### config.mk
export PLATFORM = sky130hd
export DESIGN_NAME = drrd_run_tracker
export DESIGN_NICKNAME = d
export VERILOG_FILES = /design/src/rtl/core/drrd_pkg.sv /design/src/rtl/core/drrd_run_tracker.sv
export SDC_FILE = /design/constraint.sdc
export NUM_CORES = 1
export LEC_CHECK = 0
export BUFFER_PORTS_ARGS = -buffer_cell sky130_fd_sc_hd__buf_4
export CORE_UTILIZATION = 53
export CTS_CLUSTER_DIAMETER = 120
export DETAILED_ROUTE_END_ITERATION = 8
export HOLD_SLACK_MARGIN = 0.1
export PLACE_DENSITY = 0.76
export SYNTH_ARGS = -nofsm -noshare
export SYNTH_HDL_FRONTEND = slang
export SYNTH_SLANG_ARGS = --single-unit
export TNS_END_PERCENT = 10
### constraint.sdc
create_clock -name clk -period 2.54 [get_ports clk]
set_clock_uncertainty 0.2 [all_clocks]
set_input_delay 0.508 -clock clk [delete_from_list [all_inputs] [get_ports clk]]
set_output_delay 0.508 -clock clk [all_outputs]
set_load 0.01 [all_outputs]
### src/rtl/core/drrd_pkg.sv
package drrd_pkg;

    localparam int DefMaxRowBytes = 1024;
    localparam int DefMaxRows     = 256;

    localparam logic [10:0] RowBytesReset = 11'd768;
    localparam logic [8:0]  RowsReset     = 9'd240;

    localparam int PaddrW = 3;
    localparam logic [PaddrW-1:0] AddrRowBytes = 3'd0;
    localparam logic [PaddrW-1:0] AddrRows     = 3'd4;

    // per-byte row/frame flags carried from the address stage to the compare stage
    typedef struct packed {
        logic row_last;
        logic frame_last;
        logic not_first;
    } drrd_ctrl_t;

endpackage

### src/rtl/core/drrd_run_tracker.sv
module drrd_run_tracker
    import drrd_pkg::*;
#(
    parameter int RW = 8
)
(
    input  logic          clk,
    input  logic          rst_n,
    input  logic          s1_valid,
    input  drrd_ctrl_t    s1_ctrl,
    input  logic [RW-1:0] s1_row,
    input  logic [7:0]    s1_px,
    input  logic [7:0]    prev_px,
    output logic          adv,
    input  logic          out_ready,
    output logic          out_valid,
    output logic          out_run_valid,
    output logic [7:0]    out_start,
    output logic [7:0]    out_repeats,
    output logic          out_frame_end
);

    logic          row_differs_reg;
    logic          run_open_reg;
    logic [RW-1:0] open_start_reg;
    logic [RW-1:0] open_count_reg;
    logic          out_valid_reg;
    logic          out_run_valid_reg;
    logic [7:0]    out_start_reg;
    logic [7:0]    out_repeats_reg;
    logic          out_frame_end_reg;

    logic          fire;
    logic          diff_now;
    logic          ext;
    logic          close;
    logic          new_open;
    logic [RW-1:0] new_start;
    logic [RW-1:0] new_count;
    logic          emit;
    logic          res_valid;
    logic [RW-1:0] res_start;
    logic [RW-1:0] res_count;

    assign adv  = !out_valid_reg || out_ready;
    assign fire = s1_valid && adv;

    always_comb
    begin
        diff_now  = row_differs_reg || (s1_ctrl.not_first && (prev_px != s1_px));
        ext       = s1_ctrl.not_first && !diff_now;
        close     = s1_ctrl.not_first && diff_now && run_open_reg;
        new_open  = run_open_reg || ext;
        new_start = run_open_reg ? open_start_reg : s1_row - RW'(1);
        new_count = ext ? (run_open_reg ? open_count_reg + RW'(1) : RW'(1)) : open_count_reg;
        emit      = s1_ctrl.row_last && (s1_ctrl.frame_last || close);
        if (close)
        begin
            res_valid = 1'b1;
            res_start = open_start_reg;
            res_count = open_count_reg;
        end
        else
        begin
            res_valid = new_open;
            res_start = new_open ? new_start : '0;
            res_count = new_open ? new_count : '0;
        end
    end

    always_ff @(posedge clk or negedge rst_n)
    begin
        if (!rst_n)
        begin
            row_differs_reg <= 1'b0;
            run_open_reg    <= 1'b0;
            open_start_reg  <= '0;
            open_count_reg  <= '0;
            out_valid_reg   <= 1'b0;
        end
        else
        begin
            if (fire)
            begin
                if (!s1_ctrl.row_last)
                begin
                    row_differs_reg <= diff_now;
                end
                else
                begin
                    row_differs_reg <= 1'b0;
                    if (s1_ctrl.frame_last || close)
                    begin
                        run_open_reg   <= 1'b0;
                        open_start_reg <= '0;
                        open_count_reg <= '0;
                    end
                    else
                    begin
                        run_open_reg   <= new_open;
                        open_start_reg <= new_open ? new_start : open_start_reg;
                        open_count_reg <= new_count;
                    end
                end
                out_valid_reg <= emit;
            end
            else if (out_ready)
            begin
                out_valid_reg <= 1'b0;
            end
        end
    end

    // result payload, loaded with each compare-stage advance
    always_ff @(posedge clk)
    begin
        if (fire)
        begin
            out_run_valid_reg <= res_valid;
            out_start_reg     <= 8'(res_start);
            out_repeats_reg   <= 8'(res_count);
            out_frame_end_reg <= s1_ctrl.frame_last;
        end
    end

    assign out_valid     = out_valid_reg;
    assign out_run_valid = out_run_valid_reg;
    assign out_start     = out_start_reg;
    assign out_repeats   = out_repeats_reg;
    assign out_frame_end = out_frame_end_reg;

endmodule

==> results.txt, run 1 <==
Status: finished, final reports clean
Worst vdd ir: 0.4046 mV
Largest net degree at the start of global routing: 26
CP cell instances: buf_4, xor2_1, or3_4, nor4_4, buf_4, nand2_1, xnor2_1, and2_1
Ys Warns: 0
Core Area: 3716 um2
Post-synthesis mux area share: 0.4831%
Multi-input gate area in the final layout: 991.0 um2
Net count of the finished layout: 290
Synthesized cell area: 2072 um2
DRT iter0 DRCs: 86
Sequential cell area: 1016 um2
Post-DP HPWL: 3.300 mm
P_sw: 315.8 uW
Fin worst setup slack: 0.2132 ns
Avg WL per Cell: 14.43 um
Crit path time final: 2.327 ns
Cells after DPL: 297
Routed Wire Length: 4.415 mm
Clk sinks: 37
Crit path buf inv count: 2
Worst R2R Setup Slack: 0.30 ns
Die width: 64.53 um
Hold path depth: 1
GRT Residual Overflow: 0
Die Span Y: 64.53 um
Final Non-Filler Cells: 306
CP arrival: 2.18 ns
Max Slew Vio Count: 0
Setup violations, final: 0
Share of flip-flops with an asynchronous set or reset: 51.35%
First drt pass iteration count: 4
Max Clock Freq: 429.8 MHz
Drc violations: 0
CP top delay family: simple AND/OR/NAND/NOR gates
Netlist cell types: 46
Setup CP Type: in -> reg
Die Area: 4163 um2
Pwr Total: 1.442 mW
Combinational share of power: 11.6%
Post-synth EDFFs: 18
Crit Path Max Fanout: 7
Synthesized flop and latch total: 37
Slowest CP cell: or3_4
Commonest non-fill, non-tap cell in the layout: buf_4
PortBufs: 50
Most used cell, CP: buf_4
Internal power: 1.126 mW
Min-Delay Path Class: in -> reg
Clk root buf: clkbuf_8
Total CTS buffers: 5
Register-to-Register Path Depth: 6
Main synth FF type: dfrtp_1
GRT Util Overall: 23.40%
Vias in the first global route: 1632
I/O pins: 51
Critical Path Source Type: primary input
Main combinational cell family by area after synthesis: simple AND/OR/NAND/NOR gates
Initial core utilization: 55.76%
Setup WS pre-CTS: -0.06757 ns
Critical Path Max Stage Delay: 0.40 ns
Syn_nets: 233
CTS H-tree depth: 2
Total number of vias: 1733
Clk pin slew, worst setup/hold paths: 0.07 ns
First-pass GRT wire length: 7.376 mm
Post-synthesis compound-gate area fraction: 15.94%
Area grow syn2layout: 29.35%
Final worst-path cycle share: 91.61%
Synthesized instance count: 200
Final instance area: 2680 um2
Worst-Skew Late Latency: 0.29 ns
# rows: 22
Flop pwr share: 45.7%
Synth top area cells: edfxtp_1 (26%), dfrtp_1 (23%), xnor2_1 (7.6%)
Leakage: 1.169 nW
Critical Path Stages: 8
Power per cell area: 538.1 nW/um2
Sequential element share of the synthesized area: 49.03%
Worst setup EP type: flip-flop
Antenna Cells: 0
Post-CTS setup buffer count: 0
Synth area leader: edfxtp_1
Worst slew pin tran: 0.6530 ns
Most frequent cells in the layout: buf_4 (60), nand2_1 (24), dfrtp_1 (19), xnor2_1 (18), edfxtp_1 (18)
Initial antenna violation count: 0
Adder-Cell Fraction of Synth Area: 1.208%
Layout cells sized above 1: 28.29%
Fin. Hold Viols: 0
RSZ-0062 raised after global routing: false
Post-Synth Simple-Gate Area: 20.47%
Sw frac: 21.89%
Routability cong.: 0.9193
ANT nets after route: 0
Max clock buf depth: 2
DP Area: 2532 um2
Vias/cell: 5.663
Synthesized area per cell: 10.36 um2
CP Data Required Time: 2.39 ns
Max_cap viols: 0
Clk pwr share: 42.7%
Slew HR: 56.09%
Fill cells: 299
CTS tree: done
Post-synth top area share: 26.09%
Xor and xnor area share after synthesis: 9.722%
-- layout make-up --
cell class                      count  share of cell area, %
Multi-Input combinational cell    148                  36.97
Timing Repair Buffer               61                  17.18
Clock buffer                        5                  2.568
Sequential cell                    37                  37.91
Tap cell                           48                  2.241
Inverter                            4                 0.5602
Clock inverter                      3                  2.568
-- per-stage QoR --
step	util, %	TNS, ns	hold slack, ns
2_1_floorplan	-	0	0.01241
3_3_place_gp	68.15	-0.05772	0.2003
3_5_place_dp	68.15	-0.2681	0.2029
4_1_cts	72.12	0	0.2646
5_1_grt	72.12	0	0.2679
6_report	72.12	0	0.2720
-- kinds of logic (layout without fill, tap and decap cells) --
family | count (synthesis) | after routing
AO/OA/AOI/OAI | 46 | 46
flip-flops | 37 | 37
buffers and inverters | 15 | 73
adder cells (fa/ha/maj) | 2 | 2
multiplexers | 1 | 1
AND/OR/NAND/NOR | 76 | 76
XOR/XNOR | 23 | 23
-- Yosys cell counts, types with 4 or more instances --
cell,instances
xor2_1,5
and2_1,9
nand2_1,24
a21oi_1,4
and3_1,4
clkbuf_1,8
dfrtp_1,19
o21ai_0,10
edfxtp_1,18
xnor2_1,18
nand4_1,8
inv_1,4
o31ai_1,4
nand3_1,6
a22o_1,10
nor2_1,9
-- metal layers --
metal  vias up  share of wire, %  routed length [um]  global-route usage (%)
met4         0              0.95                  42                   8.056
met2        72                49                2169                   38.42
met1       808                44                1958                   30.53
met5         -                 0                   0                       0
li1        847                 -                   -                       -
met3         6               5.5                 244                   5.106
-- power groups by stage --
| stage | Combinational [mW] | Sequential, mW | Clock [mW] |
|---|---|---|---|
| after floorplan | 0.0694 | 0.679 | 0 |
| after global routing | 0.184 | 0.661 | 0.642 |
| after CTS | 0.170 | 0.659 | 0.621 |
| final | 0.168 | 0.659 | 0.615 |
| after detailed placement | 0.168 | 0.672 | 0 |
| after global placement | 0.164 | 0.672 | 0 |
-- timing repair --
action                    4_1_cts  5_1_grt
hold endpoints to repair       19        0
hold buffers                    1        0
resized for setup               0        0
-- path summary, 6_finish.rpt --
kind	to	start
worst max-delay path	out_repeats[2]$_DFFE_PP_	s1_px[6]
worst min-delay path	out_frame_end$_DFFE_PP_	s1_ctrl[1]
worst max register to register	out_repeats[2]$_DFFE_PP_	row_differs_reg$_DFFE_PN0P_
worst min register to register	open_start_reg[5]$_DFFE_PN0P_	open_start_reg[5]$_DFFE_PN0P_
max in group asynchronous	open_start_reg[5]$_DFFE_PN0P_	rst_n
min in group asynchronous	open_count_reg[7]$_DFFE_PN0P_	rst_n
Power figures use the tool's default switching activity.
==> run 2, diff against run 1 <==
Settings changed: CORE_UTILIZATION 53 to 57, PLACE_DENSITY 0.76 to 0.81.
Clock period 2.54 ns to 3 ns, I/O delays scaled along.
==> run 2 against run 1 <==
Net effect: flip-flop and latch count unchanged; routed wire length up 4.0%; non-clock buffer count down 7; count of clock-buffer cells in the layout grew 2; combinational power fell by 15%; cell area shrank 4.9%; die area decreased by 6.8%; hold slack better by 0.032 ns; power decreased by 32%; register-to-register slack better by 0.31 ns; cell count is 2.9% lower; critical endpoint is now open_start_reg[3]$_DFFE_PN0P_; largest cell class unchanged; largest power group unchanged.
==> results.txt, run 2 (synthesis gave the netlist of run 1 again) <==
Setup CP Type: in -> reg
DRT iter0 DRCs: 127
RSZ-0062 raised after global routing: false
Total number of vias: 1748
# rows: 21
First-pass GRT wire length: 7.941 mm
Critical Path Max Stage Delay: 0.46 ns
Critical Path Source Type: primary input
Clk pin slew, worst setup/hold paths: 0.10 ns
Leakage: 1.097 nW
CP cell instances: buf_4, xor2_1, or3_4, nor3_4, nand2_1, a21oi_1, a22o_1
Setup WS pre-CTS: 0.1146 ns
Initial antenna violation count: 0
Slowest CP cell: a21oi_1
Met1 usage: 31.02%
Post-DP HPWL: 3.345 mm
Met2 Use GR: 47.25%
CP Data Required Time: 3.08 ns
Crit path time final: 2.529 ns
Core Area: 3416 um2
Max_cap viols: 0
CTS tree: done
Final instance area: 2550 um2
CP arrival: 2.61 ns
Worst-Skew Late Latency: 0.35 ns
Min-Delay Path Class: in -> reg
Worst vdd ir: 0.3422 mV
Clk sinks: 37
Fin worst setup slack: 0.4713 ns
Routed Wire Length: 4.591 mm
Min Hold Slack: 0.3035 ns
ANT nets after route: 0
Die width: 62.29 um
Drc violations: 0
Grt peak-use layer: met2
Status: finished, final reports clean
PortBufs: 50
Sequential cell area: 1016 um2
Antenna Cells: 0
Commonest non-fill, non-tap cell in the layout: buf_4
Pwr Total: 980.9 uW
Fin. Hold Viols: 0
Vias in the first global route: 1755
Cells after DPL: 288
Final core area utilization: 74.65%
I/O pins: 51
Crit Path Max Fanout: 13
Worst slew pin tran: 1.133 ns
Final Non-Filler Cells: 297
Die Area: 3880 um2
Setup violations, final: 0
Die Span Y: 62.29 um
Initial core utilization: 60.66%
Final worst-path cycle share: 84.29%
Fill cells: 260
Area grow syn2layout: 23.07%
Total CTS buffers: 5
First drt pass iteration count: 4
Multi-input gate area in the final layout: 991.0 um2
Met3 Use GR: 4.963%
Max clock buf depth: 2
Max Clock Freq: 395.5 MHz
Routability cong.: 0.8487
CTS H-tree depth: 2
Most frequent cells in the layout: buf_4 (53), nand2_1 (24), dfrtp_1 (19), xnor2_1 (18), edfxtp_1 (18)
GRT Residual Overflow: 0
Slew HR: 24.44%
DP Area: 2477 um2
Net count of the finished layout: 283
Power per cell area: 384.7 nW/um2
Largest net degree at the start of global routing: 40
Vias/cell: 5.886
Max Slew Vio Count: 0
GRT Util Overall: 26.10%
Final setup TNS: 0 ns
Worst setup EP type: flip-flop
Avg WL per Cell: 15.46 um
Clk root buf: clkbuf_4
Layout cells sized above 1: 25.90%
-- run 2: path summary, 6_finish.rpt --
kind / start / to / slack [ns] / depth (start not counted)
max: s1_px[6] / open_start_reg[3]$_DFFE_PN0P_ / 0.47 / 7
min reg2reg: row_differs_reg$_DFFE_PN0P_ / row_differs_reg$_DFFE_PN0P_ / 0.32 / 2
min in group asynchronous: rst_n / open_count_reg[3]$_DFFE_PN0P_ / 0.48 / 2
max reg2reg: row_differs_reg$_DFFE_PN0P_ / open_start_reg[3]$_DFFE_PN0P_ / 0.61 / 5
min: s1_ctrl[1] / out_frame_end$_DFFE_PP_ / 0.30 / 1
max in group asynchronous: rst_n / open_count_reg[6]$_DFFE_PN0P_ / 1.90 / 2
-- run 2: repair_timing --
| action | CTS | global route |
|---|---|---|
| buffers inserted | 0 | 0 |
| gates resized for setup | 0 | 0 |
| endpoints found under the setup margin | 0 | 0 |
| hold endpoints to repair | 19 | 0 |
| hold buffers | 1 | 0 |
-- run 2: worst max-delay path: cells and delay by family --
| family | cells | cell delay (ns) |
|---|---|---|
| buf+inv | 1 | 0.11 |
| xor+xnor | 1 | 0.17 |
| compound gates | 2 | 0.69 |
| simple gates | 3 | 1.04 |
-- run 2: layout make-up --
class | instances | area share (%)
inverter | 4 | 0.5888
clock buffer | 7 | 2.159
timing repair buffer | 54 | 16.00
sequential | 37 | 39.84
clock inverter | 1 | 0.2944
multi-input combinational | 148 | 38.86
tap | 46 | 2.257
-- run 2: power by group --
group | internal (mW) | total (mW) | switching (mW)
Sequential | 0.550 | 0.559 | 0.00916
Combinational | 0.0693 | 0.143 | 0.0734
Clock | 0.115 | 0.279 | 0.165
Total | 0.734 | 0.981 | 0.247
-- run 2: metal layers --
layer | part of all wire [%] | vias up
met5 | 0 | -
met4 | 1.9 | 0
met3 | 6.8 | 10
met2 | 52 | 83
met1 | 39 | 821
li1 | - | 834
==> run 3, diff against run 2 <==
Settings changed: ABC_AREA set to 1, CORE_UTILIZATION 57 to 49, PLACE_DENSITY 0.81 to 0.74.
Clock period 3 ns to 2.1 ns, I/O delays scaled along.
==> run 3 against run 2 <==
Net effect: sequential share of layout area is 3.5 points lower; global-route usage is 4.6 points lower; flip-flop and latch count stayed put; worst setup slack worse by 0.14 ns; cell area is 9.7% higher; clock power grew to 2.6 times the previous value; first-iteration DRC count is 56% lower; power is 90% higher; critical endpoint is now out_repeats[6]$_DFFE_PP_; largest cell class unchanged.
==> results.txt, run 3 <==
Post-Synth Simple-Gate Area: 31.97%
Crit path launch: open_count_reg[0]$_DFFE_PN0P_
Vias/cell: 4.939
Crit path time final: 1.767 ns
Leakage: 1.449 nW
Power per cell area: 667.7 nW/um2
Routed Wire Length: 4.777 mm
Max_cap viols: 0
ANT nets after route: 0
Reg2reg start: open_count_reg[0]$_DFFE_PN0P_
GRT Residual Overflow: 0
Drc violations: 0
Largest net degree at the start of global routing: 20
Netlist cell types: 27
Crit Path Max Fanout: 5
Status: finished, final reports clean
Synthesized area per cell: 7.382 um2
Xor and xnor area share after synthesis: 1.984%
Worst R2R Setup Slack: 0.33 ns
Synthesized instance count: 299
First-pass GRT wire length: 8.155 mm
Setup violations, final: 0
Worst setup EP type: flip-flop
Commonest non-fill, non-tap cell in the layout: nand2_1
RSZ-0062 raised after global routing: false
Slew HR: 76.65%
Post-synthesis mux area share: 0%
Clk sinks: 37
Worst slew pin tran: 0.3466 ns
Initial antenna violation count: 0
Fin. Hold Viols: 0
Synthesized cell area: 2207 um2
GRT Util Overall: 21.49%
Post-synth EDFFs: 18
Core Area: 4354 um2
CTS tree: done
Die width: 69.12 um
Synthesized flop and latch total: 37
Antenna Cells: 0
Syn_nets: 332
Setup CP Type: reg -> reg
Min-Delay Path Class: in -> reg
Final worst-path cycle share: 84.13%
Die Area: 4777 um2
Clk pin slew, worst setup/hold paths: 0.08 ns
Vias in the first global route: 1791
Pwr Total: 1.868 mW
Hold path depth: 1
Synth top area cells: edfxtp_1 (24%), dfrtp_1 (22%), nand2_1 (17%)
Setup crit end: out_repeats[6]$_DFFE_PP_
Max Slew Vio Count: 0
Post-synth top area share: 24.49%
CP Data Required Time: 2.03 ns
Share of flip-flops with an asynchronous set or reset: 51.35%
Max Clock Freq: 566.0 MHz
Synth area leader: edfxtp_1
Max clock buf depth: 2
Post-DP HPWL: 3.554 mm
PortBufs: 50
Net count of the finished layout: 391
Fill cells: 377
Die Span Y: 69.12 um
Area grow syn2layout: 26.76%
Total CTS buffers: 5
RR Endpoint: out_repeats[6]$_DFFE_PP_
CP arrival: 1.70 ns
CTS H-tree depth: 2
Worst vdd ir: 0.4428 mV
Avg WL per Cell: 11.62 um
Main synth FF type: dfrtp_1
Routability cong.: 0.8368
Post-synthesis compound-gate area fraction: 7.937%
Synth cell count leaders: nand2_1 (99), inv_1 (48), nor2_1 (30), dfrtp_1 (19), nand3_1 (19)
First drt pass iteration count: 4
Register-to-Register Path Depth: 8
Clk root buf: clkbuf_8
Main combinational cell family by area after synthesis: simple AND/OR/NAND/NOR gates
Ys Warns: 0
# rows: 24
Sequential element share of the synthesized area: 46.03%
Initial core utilization: 50.69%
Count leader, synth: nand2_1
Adder-Cell Fraction of Synth Area: 1.134%
I/O pins: 51
DRT iter0 DRCs: 56
Layout cells sized above 1: 21.17%
Most frequent cells in the layout: nand2_1 (99), buf_4 (57), inv_1 (48), nor2_1 (30)
Final setup TNS: 0 ns
Final core area utilization: 64.25%
Critical Path Source Type: flip-flop
Total number of vias: 2030
Worst-Skew Late Latency: 0.29 ns
==> run 3: critical path, stage by stage (launching register included) <==
cell and delay (ns):
dfrtp_1 0.43, ha_1 0.21, nand2_1 0.07, nor2_1 0.15, nand2_1 0.09, xor2_1 0.14
nor2_1 0.09, nand2_1 0.08, a21oi_1 0.15
==> run 3: through the flow <==
step	setup WS (ns)	hold WS [ns]	cell area [um2]	cells
CTS	0.3421	0.1315	2798	411
floorplan	0.08847	-0.07559	2207	299
global placement	0.1561	0.1088	2654	402
finish	0.3332	0.1411	2798	411
detailed placement	0.08516	0.1119	2654	402
global route	0.1824	0.1224	2798	411
==> run 3: routing by layer <==
| layer | wire (um) | part of all wire (%) | vias up | GRT usage, % |
|---|---|---|---|---|
| met1 | 2278 | 48 | 911 | 29.54 |
| met2 | 2227 | 47 | 51 | 33.44 |
| met3 | 192 | 4.0 | 7 | 4.240 |
| met5 | 0 | 0 | - | 0 |
| li1 | - | - | 1061 | - |
| met4 | 79 | 1.7 | 0 | 8.390 |
==> run 3: cells by family (layout without fill, tap and decap cells) <==
group / count (synthesis) / in the layout
adder cells (fa/ha/maj): 2 / 2
XOR/XNOR: 5 / 5
AND/OR/NAND/NOR: 164 / 164
buffers and inverters: 58 / 118
flip-flops: 37 / 37
AO/OA/AOI/OAI: 33 / 33
==> run 3: how the worst min path moves through the flow <==
| stage | from | to | slack [ns] |
|---|---|---|---|
| final | s1_ctrl[1] | out_frame_end$_DFFE_PP_ | 0.14 |
| after global routing | s1_ctrl[1] | out_frame_end$_DFFE_PP_ | 0.12 |
| after CTS | s1_ctrl[1] | out_frame_end$_DFFE_PP_ | 0.13 |
| after detailed placement | rst_n | open_start_reg[4]$_DFFE_PN0P_ | 0.11 |
| after global placement | rst_n | open_start_reg[3]$_DFFE_PN0P_ | 0.11 |
| after floorplan | rst_n | open_count_reg[0]$_DFFE_PN0P_ | -0.08 |
==> run 3: area by class of cell <==
| cell class | instances | area (um2) | share of cell area, % |
|---|---|---|---|
| clock buffer | 5 | 68.82 | 2.460 |
| clock inverter | 3 | 65.06 | 2.326 |
| tap | 52 | 65.06 | 2.326 |
| sequential | 37 | 1016 | 36.31 |
| timing repair buffer | 58 | 437.9 | 15.65 |
| multi-input combinational | 204 | 949.7 | 33.94 |
| inverter | 52 | 195.2 | 6.977 |
==> run 3: timing repair <==
action	CTS	global route
hold buffers	1	0
buffers inserted	0	0
endpoints found under the hold margin	19	0
resized for setup	0	0
==> run 3: report_power, final <==
| group | total (mW) | switching, mW | internal, mW |
|---|---|---|---|
| Sequential | 0.838 | 0.0223 | 0.816 |
| Combinational | 0.298 | 0.172 | 0.127 |
| Clock | 0.732 | 0.260 | 0.472 |
